### src/hdl/spq_pkg.sv
`timescale 1ns / 1ps
`default_nettype none
// ----------------------------------------------------------------------------
// spq_pkg: shared definitions for the sorted priority queue
// Sizes, operation and status codes, controller states and the command and
// status groups that pass between controller and datapath.
// ----------------------------------------------------------------------------
package spq_pkg;

   // storage geometry
   localparam int DEPTH          = 16;
   localparam int VALUE_WIDTH    = 32;
   localparam int PRIORITY_WIDTH = 16;

   // widths of the channel fields
   localparam int FUNC_W   = 2;
   localparam int IN_VAL_W = 32;
   localparam int IN_PRI_W = 16;
   localparam int STAT_W   = 2;
   localparam int POS_W    = 4;
   localparam int OCC_W    = 5;

   // internal index and counter widths
   localparam int IDX_W = (DEPTH > 1) ? $clog2(DEPTH) : 1;
   localparam int CNT_W = $clog2(DEPTH + 1);

   // operation codes
   typedef enum logic [FUNC_W-1:0] {
      FUNC_INSERT = 2'd0,
      FUNC_SEARCH = 2'd1,
      FUNC_REMOVE = 2'd2
   } func_type;

   // result status codes
   typedef enum logic [STAT_W-1:0] {
      STAT_OK        = 2'd0,
      STAT_FULL      = 2'd1,
      STAT_NOT_FOUND = 2'd2
   } status_type;

   // controller states
   typedef enum logic {
      ST_IDLE,
      ST_SCAN
   } state_type;

   // controller to datapath
   typedef struct packed {
      logic load_req;   // capture the accepted item, restart the scan
      logic step;       // advance the scan index
      logic finish;     // apply the operation and load the result register
   } cmd_type;

   // datapath to controller
   typedef struct packed {
      logic done;       // scan has reached its answer
   } dp_stat_type;

endpackage : spq_pkg
`default_nettype wire

### src/hdl/sorted_priority_queue_top.sv
`timescale 1ns / 1ps
`default_nettype none
// ----------------------------------------------------------------------------
// sorted_priority_queue_top: priority queue kept as a sorted list
// Up to DEPTH entries (value, priority) in ascending priority, ties in
// arrival order; insert, search by value and remove by value.
// ----------------------------------------------------------------------------
// Usage:
//  - req channel (valid/ready): func, item_value, item_priority. One item is
//    in work at a time; req_ready is high only while the block is idle.
//  - rsp channel (valid/ready): status, position, found_priority, occupancy,
//    one result item per request item, in order.
//  - Scan: after acceptance the scan compares one stored entry per cycle,
//    up to a hit or the end of the held entries; a full insert or an
//    unknown func is answered with no scan step. The result is valid from
//    the edge that ends the last scan cycle. After each result the block
//    returns to idle before it accepts the next item, so a new item is
//    taken only once the last one has reached the output register.
//  - Stall: a waiting result sits in the output register; the block accepts
//    and scans the next item, and holds at the end of the scan until the
//    output register is taken.
//  - Reset: synchronous, active high; the queue is emptied and no result is
//    pending. Stored entries need no clearing, only held ones are read.
// ----------------------------------------------------------------------------
module sorted_priority_queue_top (
   input  wire                                  clock,
   input  wire                                  reset,
   input  wire                                  req_valid,
   output logic                                 req_ready,
   input  wire         [spq_pkg::FUNC_W-1:0]    req_func,
   input  wire signed  [spq_pkg::IN_VAL_W-1:0]  req_item_value,
   input  wire signed  [spq_pkg::IN_PRI_W-1:0]  req_item_priority,
   output logic                                 rsp_valid,
   input  wire                                  rsp_ready,
   output logic        [spq_pkg::STAT_W-1:0]    rsp_status,
   output logic        [spq_pkg::POS_W-1:0]     rsp_position,
   output logic signed [spq_pkg::IN_PRI_W-1:0]  rsp_found_priority,
   output logic        [spq_pkg::OCC_W-1:0]     rsp_occupancy
);
   import spq_pkg::*;

   cmd_type     cmd;
   dp_stat_type dp_stat;

   // sequencing
   spq_ctrl u_ctrl (
      .clock     (clock),
      .reset     (reset),
      .req_valid (req_valid),
      .req_ready (req_ready),
      .rsp_valid (rsp_valid),
      .rsp_ready (rsp_ready),
      .cmd       (cmd),
      .dp_stat   (dp_stat)
   );

   // storage and scan
   spq_datapath u_datapath (
      .clock              (clock),
      .reset              (reset),
      .req_func           (req_func),
      .req_item_value     (req_item_value),
      .req_item_priority  (req_item_priority),
      .rsp_status         (rsp_status),
      .rsp_position       (rsp_position),
      .rsp_found_priority (rsp_found_priority),
      .rsp_occupancy      (rsp_occupancy),
      .cmd                (cmd),
      .dp_stat            (dp_stat)
   );

endmodule : sorted_priority_queue_top
`default_nettype wire

### src/hdl/spq_ctrl.sv
`timescale 1ns / 1ps
`default_nettype none
// ----------------------------------------------------------------------------
// spq_ctrl: sequencing for the sorted priority queue
// Accepts one item at a time, steps the datapath scan until it reports an
// answer, then hands the result to the output register when it is free.
// ----------------------------------------------------------------------------
module spq_ctrl (
   input  wire                  clock,
   input  wire                  reset,
   input  wire                  req_valid,
   output logic                 req_ready,
   output logic                 rsp_valid,
   input  wire                  rsp_ready,
   output spq_pkg::cmd_type     cmd,
   input  spq_pkg::dp_stat_type dp_stat
);
   import spq_pkg::*;

   state_type state_ff, state_in;
   logic      rsp_valid_ff, rsp_valid_in;
   logic      slot_free;

   // state and result-valid registers
   always_ff @(posedge clock) begin
      if (reset) begin
         state_ff     <= ST_IDLE;
         rsp_valid_ff <= 1'b0;
      end else begin
         state_ff     <= state_in;
         rsp_valid_ff <= rsp_valid_in;
      end
   end

   assign slot_free = !rsp_valid_ff || rsp_ready;

   // next state and commands
   always_comb begin
      state_in     = state_ff;
      cmd          = '0;
      req_ready    = 1'b0;
      rsp_valid_in = rsp_valid_ff && !rsp_ready;
      case (state_ff)
         ST_IDLE: begin
            req_ready = 1'b1;
            if (req_valid) begin
               cmd.load_req = 1'b1;
               state_in     = ST_SCAN;
            end
         end
         ST_SCAN: begin
            if (!dp_stat.done) begin
               cmd.step = 1'b1;
            end else if (slot_free) begin
               cmd.finish   = 1'b1;
               rsp_valid_in = 1'b1;
               state_in     = ST_IDLE;
            end
         end
         default: begin
            state_in = ST_IDLE;
         end
      endcase
   end

   assign rsp_valid = rsp_valid_ff;

endmodule : spq_ctrl
`default_nettype wire

### src/hdl/spq_datapath.sv
`timescale 1ns / 1ps
`default_nettype none
// ----------------------------------------------------------------------------
// spq_datapath: entry storage, scan and result register
// Holds the sorted entries, compares one entry per scan step, and applies
// insert (shift toward the tail) or remove (shift toward the head).
// ----------------------------------------------------------------------------
module spq_datapath (
   input  wire                                  clock,
   input  wire                                  reset,
   input  wire         [spq_pkg::FUNC_W-1:0]    req_func,
   input  wire signed  [spq_pkg::IN_VAL_W-1:0]  req_item_value,
   input  wire signed  [spq_pkg::IN_PRI_W-1:0]  req_item_priority,
   output logic        [spq_pkg::STAT_W-1:0]    rsp_status,
   output logic        [spq_pkg::POS_W-1:0]     rsp_position,
   output logic signed [spq_pkg::IN_PRI_W-1:0]  rsp_found_priority,
   output logic        [spq_pkg::OCC_W-1:0]     rsp_occupancy,
   input  spq_pkg::cmd_type                     cmd,
   output spq_pkg::dp_stat_type                 dp_stat
);
   import spq_pkg::*;

   // entry storage
   logic        [VALUE_WIDTH-1:0]    val_ff [DEPTH];
   logic signed [PRIORITY_WIDTH-1:0] pri_ff [DEPTH];
   logic        [CNT_W-1:0]          count_ff, count_in;

   // captured item and scan index
   logic        [FUNC_W-1:0]         func_ff;
   logic        [VALUE_WIDTH-1:0]    v_ff;
   logic signed [PRIORITY_WIDTH-1:0] p_ff;
   logic        [CNT_W-1:0]          idx_ff;

   // result register
   logic        [STAT_W-1:0]         status_ff, status_in;
   logic        [POS_W-1:0]          pos_ff, pos_in;
   logic signed [IN_PRI_W-1:0]       fpri_ff, fpri_in;
   logic        [OCC_W-1:0]          occ_ff, occ_in;

   logic        [VALUE_WIDTH-1:0]    rd_val;
   logic signed [PRIORITY_WIDTH-1:0] rd_pri;
   logic                             is_ins, is_look, full, in_range, hit;
   logic                             do_ins, do_rem;

   // compare at the scan index
   assign rd_val   = val_ff[idx_ff[IDX_W-1:0]];
   assign rd_pri   = pri_ff[idx_ff[IDX_W-1:0]];
   assign is_ins   = (func_ff == FUNC_INSERT);
   assign is_look  = (func_ff == FUNC_SEARCH) || (func_ff == FUNC_REMOVE);
   assign full     = (count_ff == CNT_W'(DEPTH));
   assign in_range = (idx_ff < count_ff);
   assign hit      = in_range && (is_ins ? (p_ff < rd_pri) : (v_ff == rd_val));

   assign dp_stat.done = !(is_ins || is_look) || (is_ins && full) || !in_range || hit;

   // the insert point is the first strictly greater priority, or the tail
   assign do_ins = cmd.finish && is_ins && !full;
   assign do_rem = cmd.finish && (func_ff == FUNC_REMOVE) && hit;

   // result fields
   always_comb begin
      status_in = STAT_NOT_FOUND;
      pos_in    = '0;
      fpri_in   = '0;
      count_in  = count_ff;
      if (is_ins) begin
         if (full) begin
            status_in = STAT_FULL;
         end else begin
            status_in = STAT_OK;
            pos_in    = POS_W'(idx_ff);
            count_in  = count_ff + CNT_W'(1);
         end
      end else if (is_look && hit) begin
         status_in = STAT_OK;
         pos_in    = POS_W'(idx_ff);
         fpri_in   = IN_PRI_W'(rd_pri);
         if (func_ff == FUNC_REMOVE) begin
            count_in = count_ff - CNT_W'(1);
         end
      end
      occ_in = OCC_W'(count_in);
   end

   // entry count
   always_ff @(posedge clock) begin
      if (reset) begin
         count_ff <= '0;
      end else if (cmd.finish) begin
         count_ff <= count_in;
      end
   end

   // item capture, scan index and result register
   always_ff @(posedge clock) begin
      if (cmd.load_req) begin
         func_ff <= req_func;
         v_ff    <= VALUE_WIDTH'($unsigned(req_item_value));
         p_ff    <= PRIORITY_WIDTH'(req_item_priority);
         idx_ff  <= '0;
      end else if (cmd.step) begin
         idx_ff  <= idx_ff + CNT_W'(1);
      end
      if (cmd.finish) begin
         status_ff <= status_in;
         pos_ff    <= pos_in;
         fpri_ff   <= fpri_in;
         occ_ff    <= occ_in;
      end
   end

   // storage update: each entry takes its own neighbor on a shift
   always_ff @(posedge clock) begin
      for (int j = 0; j < DEPTH; j++) begin
         if (do_ins) begin
            if (CNT_W'(j) == idx_ff) begin
               val_ff[j] <= v_ff;
               pri_ff[j] <= p_ff;
            end else if ((CNT_W'(j) > idx_ff) && (j > 0)) begin
               val_ff[j] <= val_ff[(j > 0) ? j - 1 : 0];
               pri_ff[j] <= pri_ff[(j > 0) ? j - 1 : 0];
            end
         end else if (do_rem) begin
            if ((CNT_W'(j) >= idx_ff) && (j < DEPTH - 1)) begin
               val_ff[j] <= val_ff[(j < DEPTH - 1) ? j + 1 : j];
               pri_ff[j] <= pri_ff[(j < DEPTH - 1) ? j + 1 : j];
            end
         end
      end
   end

   assign rsp_status         = status_ff;
   assign rsp_position       = pos_ff;
   assign rsp_found_priority = fpri_ff;
   assign rsp_occupancy      = occ_ff;

endmodule : spq_datapath
`default_nettype wire

### config.mk
export PLATFORM = sky130hd
export DESIGN_NAME = sorted_priority_queue_top
export DESIGN_NICKNAME = d
export VERILOG_FILES = /design/src/hdl/spq_pkg.sv /design/src/hdl/sorted_priority_queue_top.sv /design/src/hdl/spq_ctrl.sv /design/src/hdl/spq_datapath.sv
export SDC_FILE = /design/constraint.sdc
export NUM_CORES = 2
export LEC_CHECK = 0
export ABC_CLOCK_PERIOD_IN_PS = 24700
export BUFFER_PORTS_ARGS = -buffer_cell sky130_fd_sc_hd__buf_4
export CAP_MARGIN = 20
export CORE_UTILIZATION = 30
export DETAILED_ROUTE_END_ITERATION = 10
export GPL_TIMING_DRIVEN = 0
export PLACE_DENSITY = 0.53
export SYNTH_ARGS = -nofsm -noshare
export SYNTH_HDL_FRONTEND = slang
export SYNTH_SLANG_ARGS = --single-unit
### constraint.sdc
create_clock -name clock -period 24.7 [get_ports clock]
set_input_delay 4.94 -clock clock [delete_from_list [all_inputs] [get_ports clock]]
set_output_delay 4.94 -clock clock [all_outputs]
set_load 0.01 [all_outputs]
======== Yosys cells after proc, flatten, opt, wreduce, memory -nomap -nowiden ========
Memory sizes are Yosys's and may differ from the RTL's. A register that Yosys moved wholly into a read port is not among the register bits.
Cells that the tools add are included.
storage, ports and cells
  bits in registers ....................... 89
  latch bits .............................. 0
  RAM bits ................................ 768
  memory bits (read-only) ................. 0
  input bits .............................. 54
  output and inout bits ................... 29
  logic and storage cells ................. 407
  memories ................................ 2
memory list
  name               depth  bits a word  rd ports  clocked after memory_dff  write ports  line                RTL
  u_datapath.val_ff  16     32           17        1                         16           spq_datapath.sv:24  logic [VALUE_WIDTH-1:0] val_ff [DEPTH];
  u_datapath.pri_ff  16     16           17        1                         16           spq_datapath.sv:25  logic signed [PRIORITY_WIDTH-1:0] pri_ff [DEPTH];
operators by class
  add/subtract/negate cells ............... 3
  $mul .................................... 0
  divide/modulo/power cells ............... 0
  order comparisons ....................... 32
  eq/ne operators ......................... 19
  shift operators ......................... 0
  muxes and demuxes ....................... 256
  bitwise gates (word level) .............. 62
  reduce and logical (&&, ||, !) cells .... 22
operator list
  operator               number
  $mux W32               30
  $mux W16               30
  $mux W1                181
  $or A1 B1 Y1           60
  $eq A4 B5 Y1 const A   8
  $gt A4 B5 Y1 const A   8
  $ge A4 B5 Y1 const A   7
  $eq A32 B32 Y1         1
  $mux W4                7
  $eq A3 B5 Y1 const A   4
  $ge A3 B5 Y1 const A   4
  $gt A3 B5 Y1 const A   4
  $mux W5                4
  $lt A16 B16 Y1         1
  $add A5 B1 Y5 const B  2
  $eq A2 B5 Y1 const A   2
  $ge A1 B5 Y1 const A   2
  $ge A2 B5 Y1 const A   2
  $gt A2 B5 Y1 const A   2
  $logic_and A1 B1 Y1    8
  $logic_or A1 B1 Y1     6
  $mux W2                3
  $eq A1 B5 Y1 const A   1
  $eq A5 B5 Y1 const B   1
  11 further kinds       16

======== Depth between registers and ports, before layout ========
  depth after elaboration ................. 15
  depth in mapped cells ................... 23
  gate-level depth less buffers ........... 14

======== By module ========
A second synthesis with hierarchy kept.
unflattened totals
  cells, all modules ...................... 3322
  area total of the unflattened synthesis .. 51207.9 sq um
by module, submodules not included
  module        instances  cells an instance  area an instance (sq um)  sequential area each (sq um)
  spq_datapath  1          3311               51110.3                   25654.6
  spq_ctrl      1          11                 97.6                      40.0

======== Worst setup path before layout ========
No wires, ideal clock.
  path kind ............................... input-to-reg
  start ................................... input port rsp_ready
  end ..................................... memory u_datapath.pri_ff[1][0] (enable)
  setup time .............................. 0.590 ns
  arrival time ............................ 10.871 ns
  required time ........................... 24.110 ns
  slack ................................... 13.239 ns
  cell stages on the path ................. 6
  buffers on the path ..................... 0
  path through ............................ nand2b_1 -> nand2_1 -> a31o_2 -> o21bai_1 -> a21o_1 -> nor4b_1
RTL lines
  element      line                             RTL
  from (decl)  sorted_priority_queue_top.sv:34  input wire rsp_ready,
  to (decl)    spq_datapath.sv:25

==> out/metrics.yaml <==
global_route:
  grt_pass1_wl_um: 270000
  grt_busiest_layer: "met2"
  grt_start_max_net_pins: 40
  grt_use_met3_pct: 3.54
  grt_pass1_vias: 34200
  gr-usage-all-layers_pct: 21.9
  met2_usage_pct: 35.3
  grt_overflow: 0
  grt_use_met1_pct: 29.8
  antenna_found_initial: 9
cts:
  cts_hold_buf: 0
  cts.clk_slew.worst_paths_ns: 0.06
  cts_setup_buffers: 0
  cts-buffers-inserted: 100
  h-tree-depth: 3
  post_cts_resized: 0
  cts_buffer_depth: 3
  cts.sinks: 861
  cts_root_buf: "clkbuf_16"
  cts_tree: "built"
  clock_latency_ns: 0.72
sta:
  fin_skew_ns: 0.0308
  setup_ws_ns: 14.72
  tightest_slew_ns: 1.20
  hold_ws_ns: 0.524
  setup-tns-final_ns: 0
  max_freq_mhz: 100
  relSlewSlack_pct: 19.9
  period_needed_ns: 9.98
  min_period_over_period_pct: 40.4
  grt_setup_unrepaired: "false"
  hold_viol: 0
  finalSetupViolations: 0
  slew_viol_final: 0
synth:
  ys.flop_type: "edfxtp_1"
  ys_ff_latch: 861
  syn_nets: 3508
  netlist_area_um2: 51700
  synthCells: 3428
  ys_types: 72
  ys.warnings.count: 0
  syn_area_per_cell_um2: 15.1
  async_reset_ff_share_pct: 0
  synth_edf_count: 845
  ys_seq_area_share_pct: 49.7
routing:
  vias: 33400
  viasPerCell: 5.49
  drc: 0
  first_iter_violations: 3404
  wl_per_cell_um: 31.8
  first_pass_iters: 5
  drtAntennaViolNets: 0
  wl_um: 193000
placement:
  io_buffers: 81
  pre_cts_slack_ns: 14.64
  postPlaceCellArea_um2: 56600
  globalplace.congestion: 0.905
  placed_cells: 5898
  hpwl_um: 141000
critical_path:
  path_max_fanout: 13
  arrival_ns: 10.44
  critPathLaunchType: "flop"
  worstSetupPathType: "flop to flop"
  required_ns: 25.16
  cp-end-kind: "flop"
job:
  maxCapViolations: 0
power:
  p_per_area_nw_per_um2: 59.9
  pwr-share-seq_pct: 47.8
  p_clk_share_pct: 40.8
  switching_share_pct: 24.6
  intPower_w: 0.00270
  ir_drop_v: 0.0000525
  p_comb_share_pct: 11.5
  p_leak_nw: 19.5
  switchingPower_w: 0.000881
finish:
  final_cells: 6085
  design_area_um2: 59700
  layout.nets: 3772
  synthToLayoutAreaGrowth_pct: 15.5
  layout-drive-gt1-share_pct: 55.1
worst_hold_path:
  hold_class: "flop to flop"
die:
  die_width_um: 417
  dieHeight_um: 417
  io_pins: 83
  rows: 152
  die_area_um2: 174000
  start_util_pct: 30.2
  core_area_um2: 171000
run_status:
  status: "completed"
-- layer usage --
metal	vias to the layer above	part of all wire [%]
met3	303	5.9
met2	1299	47
met1	17800	44
met4	4	3.5
met5	-	0.014
li1	14100	-
-- metrics by stage --
stage / util [%] / total power, W
2_1_floorplan: - / 0.00200
3_5_place_dp: 33.1 / 0.00215
4_1_cts: 34.8 / 0.00361
3_3_place_gp: 32.2 / 0.00214
5_1_grt: 34.9 / 0.00369
6_report: 34.9 / 0.00358
-- cell usage after synthesis (all sizes together) (16+ instances only) --
cell type	instances	area, µm²
dfxtp	16	320
nand2	61	229
nor2	49	194
mux4	154	3470
mux2	1454	16400
and2	26	163
a21oi	21	105
xnor2	38	333
edfxtp	845	25400
ha	26	325
clkbuf	88	330
xor2	17	149
buf	216	1220
mux2i	112	1120
inv	37	139
nor3	21	121
o21ai	22	118
a22oi	26	195
nand3	27	135
-- placed cells by master, fill, tap and decap left out, drive strengths merged, types with 22 or more instances in the layout --
cell type	instances
mux2i	112
clkinv	52
inv	39
xnor2	38
nor2	49
and2	26
ha	26
o21ai	22
buf	378
nand2	61
mux2	1454
a22oi	26
clkbuf	212
mux4	154
edfxtp	845
nand3	27
-- worst max-delay path, stage by stage (launching register included) --
cell and delay, ns:
dfxtp_1 0.31, buf_2 0.39, buf_4 0.30, buf_2 0.50, buf_4 0.47, buf_2 0.49, buf_2 0.63, buf_1 0.83
mux4_2 0.47, inv_1 0.08, ha_1 0.24, a21o_1 0.17, a21o_1 0.18, a21o_1 0.26, a2111oi_2 0.75, o221ai_2 0.34
a31o_2 0.38, nor3_4 0.68, buf_16 0.24, o21ai_0 0.42, buf_2 0.48, buf_1 0.55, mux2_2 0.45
-- worst paths after layout --
path                                                  from                             endpoint  slack [ns]  cells after the start
worst max-delay path                                  flop  u_datapath.val_ff[15][26]$_DFFE_PP_       14.72                     22
worst min-delay path            u_ctrl.state_ff$_SDFF_PP0_           u_ctrl.state_ff$_SDFF_PP0_        0.52                      2
worst max register to register                        flop  u_datapath.val_ff[15][26]$_DFFE_PP_       14.72                     22
worst min register to register  u_ctrl.state_ff$_SDFF_PP0_           u_ctrl.state_ff$_SDFF_PP0_        0.52                      2
-- cells by family (layout without fill, tap and decap cells) --
family / count (synthesis) / after routing / share of synthesized area (%)
flops: 861 / 861 / 49.7
other cells: 0 / 1 / 0
buf+inv: 341 / 687 / 3.26
simple gates: 257 / 257 / 2.57
mux: 1720 / 1720 / 40.5
xor+xnor: 55 / 55 / 0.931
fa+ha+maj: 26 / 26 / 0.629
compound gates: 168 / 168 / 2.43
-- layout make-up --
type	instances	area, µm²
antenna	1	2.50
timing repair buffer	162	1910
sequential	861	25700
inverter	37	141
clock inverter	60	402
buffer	304	1550
multi-input combinational	2226	24500
tap	2310	2890
clock buffer	124	2680
fill	16700	112000
-- registers in the layout, indices dropped and copies added, names as in the netlist, named ones only --
name	cells
u_datapath.rsp_occupancy	5
u_datapath.v_ff	32
u_datapath.rsp_found_priority	16
u_datapath.pri_ff	256
u_datapath.idx_ff	5
u_ctrl.rsp_valid	1
u_datapath.func_ff	2
u_datapath.val_ff	512
u_datapath.count_ff	5
u_datapath.rsp_position	4
u_datapath.rsp_status	2
u_datapath.p_ff	16
u_ctrl.state_ff	1
-- power groups by stage --
| stage | Combinational (W) | Clock, W | Sequential (W) |
|---|---|---|---|
| finish | 0.000410 | 0.00146 | 0.00171 |
| global placement | 0.000385 | 0 | 0.00175 |
| CTS | 0.000410 | 0.00149 | 0.00171 |
| detailed placement | 0.000409 | 0 | 0.00174 |
| global route | 0.000436 | 0.00154 | 0.00171 |
| floorplan | 0.000273 | 0 | 0.00173 |
Note: power is estimated with default switching activity, not from simulation.
